==> src/rtl/nrso_pkg.sv <==
// Package with shared widths, register indexes and types for the resize offset core.
`timescale 1ns / 1ps
package nrso_pkg;
  localparam int unsigned NumAx = 4;
  localparam int unsigned DimW = 13;
  localparam int unsigned ScaleW = 24;
  localparam int unsigned CoordW = 12;
  localparam int unsigned OffW = 48;
  localparam int unsigned QuoW = CoordW + 16;
  localparam int unsigned CfgIdxW = 4;
  localparam int unsigned DefAxes = 4;
  localparam int unsigned DefMaxDim = 4096;

  localparam logic [CfgIdxW-1:0] RegDim0 = 4'd0;
  localparam logic [CfgIdxW-1:0] RegDim3 = 4'd3;
  localparam logic [CfgIdxW-1:0] RegScale0 = 4'd4;
  localparam logic [CfgIdxW-1:0] RegScale3 = 4'd7;

  typedef struct packed {
    logic [QuoW-1:0] rem;
    logic [CoordW:0] quo;
  } div_lane_t;
endpackage

==> src/rtl/nrso_div_cell.sv <==
// One restoring-division cell: one quotient bit for every axis lane, registered.
`timescale 1ns / 1ps
module nrso_div_cell #(
  parameter int unsigned Bit = 0
) (
  input  logic clk_i,
  input  logic rst_ni,
  input  logic en_i,
  input  logic vld_i,
  input  logic [nrso_pkg::NumAx-1:0][nrso_pkg::ScaleW-1:0] scale_i,
  input  nrso_pkg::div_lane_t [nrso_pkg::NumAx-1:0] lane_i,
  output logic vld_o,
  output nrso_pkg::div_lane_t [nrso_pkg::NumAx-1:0] lane_o
);
  localparam int unsigned RW = nrso_pkg::QuoW + nrso_pkg::ScaleW + 1;
  nrso_pkg::div_lane_t [nrso_pkg::NumAx-1:0] lane_d, lane_q;
  logic vld_q;

  always_comb begin
    logic [RW-1:0] rem_w, sub_w;
    lane_d = lane_i;
    for (int a = 0; a < nrso_pkg::NumAx; a++) begin
      rem_w = RW'(lane_i[a].rem);
      sub_w = RW'(scale_i[a]) << Bit;
      if (scale_i[a] == '0) begin
        lane_d[a].quo[Bit] = 1'b1;
      end else if (rem_w >= sub_w) begin
        lane_d[a].quo[Bit] = 1'b1;
        lane_d[a].rem = nrso_pkg::QuoW'(rem_w - sub_w);
      end else begin
        lane_d[a].quo[Bit] = 1'b0;
      end
    end
  end

  always_ff @(posedge clk_i or negedge rst_ni) begin
    if (!rst_ni) begin
      vld_q <= 1'b0;
    end else if (en_i) begin
      vld_q <= vld_i;
    end
  end

  always_ff @(posedge clk_i) begin
    if (en_i) begin
      lane_q <= lane_d;
    end
  end

  assign vld_o = vld_q;
  assign lane_o = lane_q;
endmodule

==> config.mk <==
export PLATFORM = sky130hd
export DESIGN_NAME = nrso_div_cell
export DESIGN_NICKNAME = d
export VERILOG_FILES = /design/src/rtl/nrso_pkg.sv /design/src/rtl/nrso_div_cell.sv
export SDC_FILE = /design/constraint.sdc
export NUM_CORES = 1
export LEC_CHECK = 0
export ABC_CLOCK_PERIOD_IN_PS = 1000
export BUFFER_PORTS_ARGS = -buffer_cell sky130_fd_sc_hd__buf_2
export CAP_MARGIN = 20
export CORE_AREA = 2 2 165 167
export CTS_CLUSTER_SIZE = 8
export DETAILED_ROUTE_END_ITERATION = 12
export DIE_AREA = 0 0 167 169
export GPL_ROUTABILITY_DRIVEN = 0
export GPL_TIMING_DRIVEN = 0
export MAX_ROUTING_LAYER = met4
export PLACE_DENSITY = 0.75
export SETUP_SLACK_MARGIN = 0.02
export SLEW_MARGIN = 20
export SYNTH_ARGS = -nofsm -noshare
export SYNTH_HDL_FRONTEND = slang
export SYNTH_SLANG_ARGS = --single-unit
export TNS_END_PERCENT = 30
==> constraint.sdc <==
create_clock -name clk_i -period 1 [get_ports clk_i]
set_input_delay 0.2 -clock clk_i [delete_from_list [all_inputs] [get_ports clk_i]]
set_output_delay 0.2 -clock clk_i [all_outputs]
set_load 0.05 [all_outputs]
# ---- Yosys cells after proc, flatten, opt, wreduce, memory -nomap -nowiden
# Index checks and enable logic that the tools add are counted.
dict set report totals {
  regBits 165
  inputBits 264
  out_inout_bits 165
}
dict set report op_classes {
  add_sub_neg 4
  order_cmp 4
  mux 12
  n_reduce_logical 4
}
# operator n
set op_table {}
lappend op_table {{$mux 28} 8}
lappend op_table {{$ge 28x24->1} 4}
lappend op_table {{$sub 28x24->28} 4}
lappend op_table {{$logic_not 24->1} 4}
lappend op_table {{$mux 1} 4}

# ---- Logic depth before layout (Yosys ltp)
dict set report depth {
  depth_word 3
  ltp_mapped 14
}

# ---- Worst setup path before layout
# Ideal clock, no wire load.
dict set report synth_path {
  kind {input -> register}
  from {input port lane_i[13] (netlist bit)}
  to {register lane_q (netlist bit lane_o[23]), data pin}
  setup_time_ps 260
  arrival_time_ps 2483
  required_ps 740
  path_slack_ps -1743
  path_stages 12
  path_buffers 2
  cell_sequence {inv_1 -> ha_1 -> fa_1 -> nor2b_1 -> o21a_1 -> o21ai_0 -> a21boi_1 -> a31oi_1 -> o211ai_1 -> buf_2 -> buf_6 -> mux2_2}
}
# item line
set synth_rtl {}
lappend synth_rtl {{start: declaration} nrso_div_cell.sv:11} ;# input nrso_pkg::div_lane_t [nrso_pkg::NumAx-1:0] lane_i,
lappend synth_rtl {{end signal: assignment} nrso_div_cell.sv:46} ;# lane_q <= lane_d;
lappend synth_rtl {{end: declaration} nrso_div_cell.sv:16} ;# nrso_pkg::div_lane_t [nrso_pkg::NumAx-1:0] lane_d, lane_q;

==> flow_summary.json <==
{
  "grtUsageTotal": 0.305,
  "syn_nets": 1577,
  "drtAntennaViolNets": 0,
  "grt_overflow": 0,
  "drive_gt1_frac": 0.499,
  "drt-initial-drc-count": 1093,
  "r2r_cells": 1,
  "fin_skew_ps": 0,
  "hp-class": "input pin to flip-flop",
  "syn_to_final_growth_pct": 60.3,
  "initial_core_util": 0.466,
  "min_period_ps": 2520,
  "die_area_um2": 28200,
  "n_fill_cell": 1631,
  "synthMuxAreaShare": 0.0637,
  "final.period_utilization": 2.52,
  "async_reset_ff_frac": 0.00606,
  "synthSimpleGateAreaFrac": 0.131,
  "cts_buffers": 17,
  "syn_area_per_cell_um2": 10.2,
  "die_width_um": 167,
  "rsz0062_at_grt": "yes",
  "ys_warn_count": 0,
  "vias_per_cell": 5.90,
  "io_pins": 429,
  "cp_slowest_stage_delay_ps": 370,
  "peakVddDrop_mv": 1.16,
  "netlist_instances": 1213,
  "dp_hpwl_um": 29500,
  "slew_headroom": 0.472,
  "cp_max_fo": 6,
  "cts.sinks": 165,
  "nets": 2184,
  "synth_area_um2": 12300,
  "cp.arrival_ps": 2710,
  "synthXorXnorAreaFrac": 0.0681,
  "cts_tree": "done",
  "cts-root-buf": "clkbuf_16",
  "grt_max_degree": 90,
  "path_clk_slew_ps": 70,
  "fin_total_pwr_w": 0.0295,
  "end_kind": "flip-flop",
  "final-max-slew-violation-count": 0,
  "crit_path_start_kind": "input pin",
  "grt_pass1_vias": 12698,
  "grt_pass1_wl_um": 65900,
  "setup_slack_ps": -1520,
  "rows": 60,
  "core-area_um2": 26500,
  "synth.distinct_cells": 84,
  "cp_common_cell": "buf_4",
  "synth_edf_count": 164,
  "violations": "negative setup slack",
  "place_area_um2": 15200,
  "synth-compound-area-share": 0.182,
  "crit_type": "input pin to flip-flop",
  "ys_ff_latch": 165,
  "hold_depth": 3,
  "dr.pass1.iters": 5,
  "die_h_um": 169,
  "hold_viol": 0,
  "vias": 12855,
  "ys_seq_area_frac": 0.401,
  "antenna_found_initial": 5,
  "finalSetupViolations": 281,
  "postLayoutCoreUtil": 0.747,
  "wl_per_cell_um": 21.4,
  "status": "finished, violations left",
  "whs_ps": 79.8,
  "maxCapViolations": 0,
  "clock_latency_ps": 440,
  "clockBufferDepth": 2,
  "cp.required_ps": 1180,
  "port_buffers": 424,
  "p_leak_nw": 8.80,
  "htree_levels": 4,
  "drc": 0,
  "worst_pin_slew_ps": 783,
  "synth_fa_ha_area_frac": 0.104,
  "worst_path_max_delay_cell": "fa_2",
  "totalWireLength_um": 46700,
  "p_per_area_nw_per_um2": 1490,
  "synth_ff_type": "edfxtp_1",
  "synth_top_family_by_area": "compound AO/OA/AOI/OAI gates",
  "cp_cell_sequence": "buf_12 -> inv_12 -> ha_4 -> fa_2 -> nor2b_2 -> o21ai_2 -> a21oi_2 -> o21bai_2 -> and2_4 -> a2111oi_4 -> buf_4 -> buf_4 -> nor3_4 -> buf_6 -> buf_8 -> nand2_2 -> o31ai_2",
  "fmax_mhz": 396,
  "fin_area_um2": 19800
}
## metrics by stage
step	TNS (ps)	cells	worst slack, ps
6_report	-194390	2179	-1520
5_1_grt	-204630	2179	-1590
4_1_cts	-186060	2145	-1400
3_5_place_dp	-277580	1979	-2110
3_3_place_gp	-609810	1978	-2490
2_1_floorplan	-169350	1213	-1580
## cell type report
class / instances / area [µm²] / area share
Antenna cell: 5 / 12.5 / 0.000632
Buffer: 18 / 194 / 0.00980
Clock buffer: 20 / 457 / 0.0231
Clock inverter: 12 / 143 / 0.00721
Inverter: 118 / 495 / 0.0250
Multi-Input combinational cell: 900 / 8360 / 0.423
Sequential cell: 165 / 4950 / 0.250
Tap cell: 341 / 427 / 0.0216
Timing Repair Buffer: 600 / 4750 / 0.240
## cells in the mapped netlist, drive strengths merged, types with 7 or more instances
library cell,number,share of area
clkbuf,13,0.0040
nor4,29,0.015
nor2b,21,0.011
o21a,12,0.0073
nand3,23,0.0093
o41ai,7,0.0092
nor2,65,0.020
nand2b,14,0.0071
o21ai,72,0.030
a21oi,93,0.040
inv,118,0.036
nand2,90,0.028
a21o,39,0.024
o211ai,12,0.0077
xor2,37,0.026
edfxtp,164,0.40
buf,18,0.011
xnor2,59,0.042
nor3,16,0.0078
a31oi,10,0.0051
and2,13,0.0068
o21bai,15,0.0094
ha,96,0.097
nand4,16,0.0081
mux2i,7,0.0057
a211oi,9,0.0063
mux2,57,0.058
## kinds of logic (layout without fill, tap and decap cells)
kind of cell / after synthesis / in the layout
compound gates: 322 / 322
xor+xnor: 96 / 96
fa+ha+maj: 100 / 100
buf+inv: 149 / 768
flops: 165 / 165
mux: 64 / 64
other cells: 0 / 5
simple gates: 317 / 318
## power by group
part	internal, W	switching (W)	leakage, nW
clock	0.00387	0.00325	0.292
sequential	0.00883	0.000400	1.62
combinational	0.00545	0.00770	6.89
## what timing repair did
item | 4_1_cts | 5_1_grt
gates resized for setup | 444 | 225
hold endpoints to repair | 50 | 0
hold buffers | 50 | 0
setup endpoints to repair | 370 | 370
setup buffers | 78 | 44
cloned | 10 | 1
pin swaps | 107 | 65
## worst max-delay path: cells and delay by family
family          cells  cell delay [ps]
compound gates      5              790
fa+ha+maj           2              520
simple gates        4              430
buf+inv             6              760
## layer usage
layer	GRT usage	wire, µm	part of all wire	vias to the layer above
li1	-	-	-	5706
met1	0.351	17200	0.37	6162
met2	0.518	23500	0.50	800
met3	0.0542	3730	0.080	187
met4	0.142	2270	0.049	0
met5	-	0	0	-
## path summary, 6_finish.rpt
path,startpoint,end,slack (ps)
setup / recovery,lane_i[136],lane_o[153],-1520
hold / removal,lane_i[150],lane_o[150],80
hold reg to reg,vld_o,vld_o,550
setup reg to reg,vld_o,vld_o,220
min in group asynchronous,rst_ni,vld_o,90
max in group asynchronous,rst_ni,vld_o,820
## sequential cells by signal, indices dropped and copies added (netlist names)
name    count
lane_o    164
vld_o       1
## layout by cell type (no fill, tap or decap), types with 11 or more instances in the layout
cell           Yosys  layout
buf_8              0      11
buf_6              8     147
buf_12             0      14
dlygate4sd3_1      0      50
o21ai_0           62      28
xnor2_1           59      58
o21ai_2            3      22
xor2_1            37      35
nand2_2            2      23
buf_2             10     297
o21a_1            12      12
a21oi_2            0      28
a21oi_1           91      62
ha_1              96      55
nor2b_1           21      13
clkbuf_16          0      18
nand2_1           88      66
a21o_1            39      39
nor2_1            65      52
mux2_4            20      56
ha_4               0      31
edfxtp_1         164     164
nand2b_1          14      11
o21ai_1            7      16
inv_1            118     103
nor4_1            29      27
o211ai_1          11      11
nand4_1           16      16
buf_4              0      88
nand3_1           23      19
No activity file was read; power rests on OpenSTA's default activity.
