File: src/rtl/nrso_pkg.sv
// Package with shared widths, register indexes and types for the resize offset core.
`timescale 1ns / 1ps
package nrso_pkg;
  localparam int unsigned NumAx = 4;
  localparam int unsigned DimW = 13;
  localparam int unsigned ScaleW = 24;
  localparam int unsigned CoordW = 12;
  localparam int unsigned OffW = 48;
  localparam int unsigned QuoW = CoordW + 16;
  localparam int unsigned CfgIdxW = 4;
  localparam int unsigned DefAxes = 4;
  localparam int unsigned DefMaxDim = 4096;

  localparam logic [CfgIdxW-1:0] RegDim0 = 4'd0;
  localparam logic [CfgIdxW-1:0] RegDim3 = 4'd3;
  localparam logic [CfgIdxW-1:0] RegScale0 = 4'd4;
  localparam logic [CfgIdxW-1:0] RegScale3 = 4'd7;

  typedef struct packed {
    logic [QuoW-1:0] rem;
    logic [CoordW:0] quo;
  } div_lane_t;
endpackage

File: src/rtl/nrso_offset.sv
// Clamp and offset accumulation stages: clamp, then Horner products one axis per stage.
`timescale 1ns / 1ps
module nrso_offset #(
  parameter int unsigned Axes = nrso_pkg::DefAxes,
  parameter int unsigned MaxDim = nrso_pkg::DefMaxDim
) (
  input  logic clk_i,
  input  logic rst_ni,
  input  logic en_i,
  input  logic vld_i,
  input  logic [nrso_pkg::NumAx-1:0][nrso_pkg::DimW-1:0] dim_i,
  input  nrso_pkg::div_lane_t [nrso_pkg::NumAx-1:0] lane_i,
  output logic vld_o,
  output logic [nrso_pkg::OffW-1:0] off_o,
  output logic [nrso_pkg::NumAx-1:0][nrso_pkg::CoordW-1:0] src_o
);
  localparam int unsigned N = nrso_pkg::NumAx;
  localparam int unsigned CW = nrso_pkg::CoordW;
  localparam int unsigned SW = CW + 1;
  localparam int unsigned EW = $clog2(MaxDim + 1);

  logic [N-1:0][EW-1:0] edim;
  logic [N-1:0][SW-1:0] src_d;
  logic [N:0] vld_q;
  logic [N:0][N-1:0][SW-1:0] src_q;
  logic [N:0][nrso_pkg::OffW-1:0] acc_q;

  always_comb begin
    logic [nrso_pkg::QuoW:0] lim;
    for (int a = 0; a < N; a++) begin
      if (a + Axes < N) begin
        edim[a] = EW'(1);
      end else if (dim_i[a] == '0) begin
        edim[a] = EW'(1);
      end else if (32'(dim_i[a]) > MaxDim) begin
        edim[a] = EW'(MaxDim);
      end else begin
        edim[a] = EW'(dim_i[a]);
      end
      lim = (nrso_pkg::QuoW + 1)'(edim[a]) - 1'b1;
      if ((nrso_pkg::QuoW + 1)'(lane_i[a].quo) > lim) begin
        src_d[a] = SW'(lim);
      end else begin
        src_d[a] = SW'(lane_i[a].quo);
      end
    end
  end

  always_ff @(posedge clk_i or negedge rst_ni) begin
    if (!rst_ni) begin
      vld_q <= '0;
    end else if (en_i) begin
      vld_q <= {vld_q[N-1:0], vld_i};
    end
  end

  always_ff @(posedge clk_i) begin
    if (en_i) begin
      src_q[0] <= src_d;
      acc_q[0] <= '0;
      for (int s = 0; s < N; s++) begin
        src_q[s+1] <= src_q[s];
        acc_q[s+1] <= nrso_pkg::OffW'(acc_q[s] * edim[s]) + nrso_pkg::OffW'(src_q[s][s]);
      end
    end
  end

  always_comb begin
    for (int a = 0; a < N; a++) begin
      src_o[a] = src_q[N][a][CW-1:0];
    end
  end

  assign vld_o = vld_q[N];
  assign off_o = acc_q[N];
endmodule

File: config.mk
export PLATFORM = sky130hd
export DESIGN_NAME = nrso_offset
export DESIGN_NICKNAME = d
export VERILOG_FILES = /design/src/rtl/nrso_pkg.sv /design/src/rtl/nrso_offset.sv
export SDC_FILE = /design/constraint.sdc
export NUM_CORES = 2
export LEC_CHECK = 0
export BUFFER_PORTS_ARGS = -buffer_cell sky130_fd_sc_hd__buf_2
export CORE_UTILIZATION = 58
export CTS_CLUSTER_SIZE = 28
export DETAILED_ROUTE_END_ITERATION = 8
export PLACE_DENSITY = 0.85
export SLEW_MARGIN = 5
export SYNTH_ARGS = -nofsm -noshare
export SYNTH_HDL_FRONTEND = slang
export SYNTH_SLANG_ARGS = --single-unit
export TNS_END_PERCENT = 50
File: constraint.sdc
create_clock -name clk_i -period 6.6 [get_ports clk_i]
set_clock_uncertainty 0.05 [all_clocks]
set_input_delay 0 -clock clk_i [delete_from_list [all_inputs] [get_ports clk_i]]
set_output_delay 0 -clock clk_i [all_outputs]
set_load 0.03 [all_outputs]
After elaboration in Yosys (flattened, before gate mapping):

Cells that the tools add are included.

* multipliers: 3
* add/sub/neg operators: 7
* reduce and logical (&&, ||, !) cells: 4
* magnitude comparators: 8
* multiplexer cells: 12

Operator list (number)
* 13-bit 2-to-1 mux: 12
* 13-bit by 29-bit > comparator with 1-bit output: 4
* 48-bit by 13-bit adder with 48-bit output: 2
* 48-bit by 13-bit multiplier with 48-bit output: 2
* 13-bit by 1-bit subtractor with 14-bit output (second input constant): 4
* 13-bit > comparator (second input constant): 4
* 13-bit logical NOT: 4
* 26-bit by 13-bit adder with 27-bit output: 1
* 13-bit by 13-bit multiplier with 26-bit output: 1

* input bits: 220
* word-level logic and storage cells: 58
* register bits: 400
* output and inout port bits: 97

Longest topological paths before layout:

* word-level depth: 6
* gate-level depth with buffers: 27
* depth with buffers taken out: 24

Least setup slack after synthesis:

Ideal clock, no wire load.

* path type: input port to flip-flop
* from: input dim_i[38] (netlist bit)
* to: register acc_q[185] (netlist bit) (data pin)
* cell stages on the path: 24
* buffers on the path: 3
* required time: 6.285 ns
* library setup time: 0.265 ns
* slack: 0.136 ns
* data arrival time: 6.149 ns
* cells stage by stage: buf_2 -> nor2b_1 -> clkbuf_1 -> clkbuf_1 -> nand2_1 -> fa_1 -> fa_1 -> fa_1 -> inv_1 -> fa_1 -> fa_1 -> inv_1 -> fa_1 -> inv_1 -> ha_1 -> a21oi_1 -> o21a_1 -> a2bb2oi_1 -> a21oi_1 -> o21a_1 -> a41o_1 -> a221oi_1 -> o21ai_0 -> xor2_1

* longest elaborated chain between the ends: 5
* elaborated cells on any way between the ends: 6
* those cells by class: 1 x add/sub; 1 x mul; 1 x order compare; 2 x mux; 1 x reduce/logical

Ends and longest elaborated chain
* start, declared: RTL line nrso_offset.sv:11 `input logic [nrso_pkg::NumAx-1:0][nrso_pkg::DimW-1:0] dim_i,`
* 13-bit > comparator: RTL line nrso_offset.sv:35 `end else if (32'(dim_i[a]) > MaxDim) begin`
* 13-bit 2-to-1 mux: RTL line nrso_offset.sv:35
* 13-bit 2-to-1 mux (*): RTL line nrso_offset.sv:33 `end else if (dim_i[a] == '0) begin`
* 48-bit by 13-bit multiplier with 48-bit output (*): RTL line nrso_offset.sv:63 `acc_q[s+1] <= nrso_pkg::OffW'(acc_q[s] * edim[s]) + nrso_pkg::OffW'(src_q[s][s]);`
* 48-bit by 13-bit adder with 48-bit output (*): RTL line nrso_offset.sv:63
* end signal, assigned by index: RTL line nrso_offset.sv:63
* end, declared: RTL line nrso_offset.sv:26 `logic [N:0][nrso_pkg::OffW-1:0] acc_q;`

Every way passes the cells marked *; elsewhere a longest branch is shown, timed or not.
A chain may end at the register's enable or synchronous reset.

Final worst setup path:

* from: register acc_q[103] (netlist bit)
* to: register acc_q[180] (netlist bit) (data pin)

* longest elaborated chain between the ends: 2

Ends and longest elaborated chain (RTL line)
* 48-bit by 13-bit multiplier with 48-bit output: nrso_offset.sv:63
* 48-bit by 13-bit adder with 48-bit output: nrso_offset.sv:63

Every way passes these cells.

==> summary.txt <==
Drt
  – Iteration-0 DRC Markers: between 2,000 and 3,000
  – Length of the first detailed-routing pass in iterations: 8
  – Average wire per standard cell: 18.5 um
  – Antenna viol nets, final: 0
  – Ratio of routed vias to standard cells: around 5.6
  – DRC violation count after routing: 0
  – Vias: 34,900
  – Total wirelength of the detailed-routed design: roughly 110 mm

CTS
  – Clock latency at the later pin of the worst-skew pair: 620 ps
  – Maximum level of the CTS H-tree: 2
  – Num CTS Buffers: 44
  – Number of buffers on the longest clock path: 3
  – CTS tree: done
  – Clock Sinks: 374
  – Clock Root Buffer: sky130_fd_sc_hd__clkbuf_16
  – Clock transition time at the flip-flop clock pins of the worst setup and hold paths: about 70 ps

Logic synthesis
  – Leading register cell type out of synthesis: sky130_fd_sc_hd__edfxtp_1
  – Top cell type's share of synthesized area: 34.6%
  – Number of nets in the synthesized netlist: 6,266
  – Synth cell count leaders: 862 x sky130_fd_sc_hd__inv_1, 850 x sky130_fd_sc_hd__fa_1, 691 x sky130_fd_sc_hd__nand2_1, 441 x sky130_fd_sc_hd__and2_1, 391 x sky130_fd_sc_hd__ha_1
  – Cell types with the largest area share after synthesis: sky130_fd_sc_hd__fa_1 35%, sky130_fd_sc_hd__edfxtp_1 23%, sky130_fd_sc_hd__ha_1 9.9%, sky130_fd_sc_hd__inv_1 6.6%, sky130_fd_sc_hd__and2_1 5.6%
  – Main combinational cell family by area after synthesis: adder cells
  – XOR/XNOR share of the synthesized area: 2.60%
  – Most numerous cell in the Yosys netlist: sky130_fd_sc_hd__inv_1
  – Post-Synth Adder-Cell Area: between 40% and 50%
  – Simple-Gate Fraction of Synth Area: 14.1%
  – Total of warnings raised by yosys: 0
  – Share of synthesized flip-flops with an asynchronous set or reset: 1.34%
  – Post-synth cell types: 73
  – Per-instance average area after synthesis: between 10 and 15 sq um
  – Sequential element share of the synthesized area: between 20 and 25%
  – Synthesized cell area: 49,200 sq um
  – Post-Syn Instances: 4,805
  – Register bit total from synthesis: about 370
  – Library cell occupying the most area in the post-synthesis netlist: sky130_fd_sc_hd__fa_1
  – Compound-gate portion of the synthesized area: under 10%
  – Number of flops mapped to enable cells by yosys: 369
  – Post-synthesis mux area share: 0.951%

Setup path
  – Delay-heaviest family, CP: adder cells
  – CP required: about 6900 ps
  – Cell count of the worst reg-to-reg path: 23
  – Arrival time at the worst endpoint: 6790 ps
  – Critical path type: reg2reg
  – CP max-delay cell: sky130_fd_sc_hd__fa_1
  – Critical path startpoint category: register
  – Startpoint of the worst setup timing path: acc_q[103]$_DFFE_PP_
  – Critical path depth in cells: 23
  – Flop-to-flop setup slack: 100 ps
  – Worst reg2reg endpoint: acc_q[180]$_DFFE_PP_
  – Worst path cell trace: and2_1, fa_1, inv_1, fa_1, inv_1, fa_1, inv_1, fa_1, inv_1, fa_1, inv_1, fa_1, inv_1, ha_1, nand4_1, nor4_2, o21ai_0, nand4b_1, buf_4, and2_1, a41oi_1, o21ai_0, xor2_1
  – Critical-path maximum fanout: 7
  – Critical Path Sink Type: register
  – End point of the critical path: acc_q[180]$_DFFE_PP_
  – Startpoint of the lowest-slack register-to-register path: acc_q[103]$_DFFE_PP_
  – Critical path buffer and inverter count: 7
  – Maximum single-stage delay on the critical path: 530 ps

Layout
  – Antenna diode instance count: 0
  – Area growth, synth to finish: 10.7%
  – Number of standard cells in the final layout excluding fillers: between 6,000 and 7,000
  – Final net count: roughly 6,500
  – Share of post-route cells with drive strength above 1: 11.1%

Floorplanning
  – Placeable core region: 83,800 sq um
  – Total I/O pin count: 317
  – Placement Rows: 106
  – Total die area: 86,000 sq um
  – Horiz. Die Dim: 293 um
  – Die Y: between 200 and 300 um
  – Starting density of the core: 58.7%

Timing
  – Final setup fails: 0
  – Final hold violations: 0
  – RSZ-0062 raised after global routing: true
  – Setup slack after layout: ~100 ps
  – Transition at the pin with the smallest max-transition slack: 897 ps
  – FMAX: 154 MHz
  – Fin crit period: 6500 ps
  – Number of pins with negative max-slew slack in the final report: 0
  – Relative slew slack: just over 40%
  – Post-route fraction of the period consumed by the critical path: 98.4%

GRT
  – Number of antenna violations at the first check in global routing: 0
  – First-pass GRT wire length: between 150 and 200 mm
  – Largest net degree at the start of global routing: roughly 150
  – All-layer global routing usage: 27.1%
  – Number of global-route vias before repair: 37,900
  – Total gr overflow: 0

Placement
  – Buffers added on ports: 204
  – Number of cells in the design after placement: 6,024
  – HPWL after detailed placement: ~90 mm
  – Weighted congestion reported at the end of routability-driven placement: about 0.94
  – Placement-stage worst setup slack: -71.9 ps

Min path
  – Hold crit path type: in2reg
  – Startpoint of the lowest-slack hold path: dim_i[36]

Run status
  – Result of the run: finished clean

Flow run
  – Number of max-cap violations: 0
## layer usage
layer / vias to the layer above / track usage, % / routed length, um / share of wire [%]
li1: 15300 / - / - / -
met1: 17500 / 31.2 / 41000 / 36
met2: 1619 / 49.5 / 60100 / 52
met3: 431 / 4.15 / 7980 / 6.9
met4: 0 / 13.0 / 5770 / 5.0
met5: - / 0 / 0 / 0
## worst reg2reg max path, cell delays in order (launching register included)
cell,delay [ps]
sky130_fd_sc_hd__edfxtp_1,500
sky130_fd_sc_hd__and2_1,210
sky130_fd_sc_hd__fa_1,530
sky130_fd_sc_hd__inv_1,50
sky130_fd_sc_hd__fa_1,480
sky130_fd_sc_hd__inv_1,60
sky130_fd_sc_hd__fa_1,500
sky130_fd_sc_hd__inv_1,60
sky130_fd_sc_hd__fa_1,530
sky130_fd_sc_hd__inv_1,50
sky130_fd_sc_hd__fa_1,470
sky130_fd_sc_hd__inv_1,50
sky130_fd_sc_hd__fa_1,470
sky130_fd_sc_hd__inv_1,40
sky130_fd_sc_hd__ha_1,340
sky130_fd_sc_hd__nand4_1,200
sky130_fd_sc_hd__nor4_2,440
sky130_fd_sc_hd__o21ai_0,160
sky130_fd_sc_hd__nand4b_1,110
sky130_fd_sc_hd__buf_4,150
sky130_fd_sc_hd__and2_1,200
sky130_fd_sc_hd__a41oi_1,200
sky130_fd_sc_hd__o21ai_0,260
sky130_fd_sc_hd__xor2_1,100
## area by class of cell
class                      count  area [sq um]
clock inverter                26           333
tap                         1134          1420
clock buffer                  52          1170
timing repair buffer         500          3670
sequential                   374         11200
inverter                     862          3240
fill                        5989         29400
multi-input combinational   3258         33400
## metrics by stage
stage	util (%)	area (sq um)	TNS [ps]	hold WS, ps
global route	65.0	54500	-246	61.2
finish	65.0	54500	0	45.3
floorplan	-	49200	0	-346
detailed placement	61.9	51900	-121	-233
CTS	64.6	54100	0	16.3
global placement	61.9	51900	0	-235
## repair_timing
| action | in CTS | in global routing |
|---|---|---|
| hold endpoints to repair | 161 | 0 |
| resized for setup | 1 | 26 |
| pin swaps | 0 | 6 |
| buffers inserted | 0 | 31 |
| hold buffers | 73 | 0 |
| setup endpoints to repair | 1 | 29 |
## sequential cells by signal, indices dropped and copies added (netlist names)
name / flops
src_q: 190
src_o: 48
acc_q: 83
off_o: 48
vld_q: 5
## layout by cell type, fill, tap and decap left out, types with 36 or more instances in the layout
cell / count
sky130_fd_sc_hd__mux2i_1: 40
sky130_fd_sc_hd__and2_1: 441
sky130_fd_sc_hd__inv_1: 862
sky130_fd_sc_hd__clkbuf_16: 46
sky130_fd_sc_hd__nor2_1: 82
sky130_fd_sc_hd__buf_4: 204
sky130_fd_sc_hd__a21oi_1: 108
sky130_fd_sc_hd__buf_2: 203
sky130_fd_sc_hd__ha_1: 389
sky130_fd_sc_hd__dlygate4sd3_1: 73
sky130_fd_sc_hd__fa_1: 850
sky130_fd_sc_hd__o21ai_0: 72
sky130_fd_sc_hd__nor2b_1: 36
sky130_fd_sc_hd__a21o_1: 68
sky130_fd_sc_hd__xnor2_1: 105
sky130_fd_sc_hd__nor3_1: 36
sky130_fd_sc_hd__edfxtp_1: 369
sky130_fd_sc_hd__nand2_1: 689
sky130_fd_sc_hd__xor2_1: 41
## cells by family (layout without fill, tap and decap cells)
family,count (synthesis),after routing
and+or+nand+nor,1427,1427
adders and majority gates,1241,1241
buffers and inverters,1173,1440
AOI/OAI and AO/OA,398,398
DFF,374,374
xor gates and xnor gates,146,146
muxes,46,46
## worst min-delay path by stage
stage | endpoint | slack [ps] | cells after the start
2_1_floorplan | vld_q[0]$_DFFE_PN0P_ | -350 | 0
3_3_place_gp | vld_q[0]$_DFFE_PN0P_ | -240 | 1
3_5_place_dp | vld_q[3]$_DFFE_PN0P_ | -230 | 1
4_1_cts | src_q[51]$_DFFE_PP_ | 20 | 4
5_1_grt | src_q[51]$_DFFE_PP_ | 60 | 4
6_report | src_q[38]$_DFFE_PP_ | 50 | 4
Power is not shown: default switching activity piles up to over one toggle a cycle in this logic, so the estimate is an artifact.
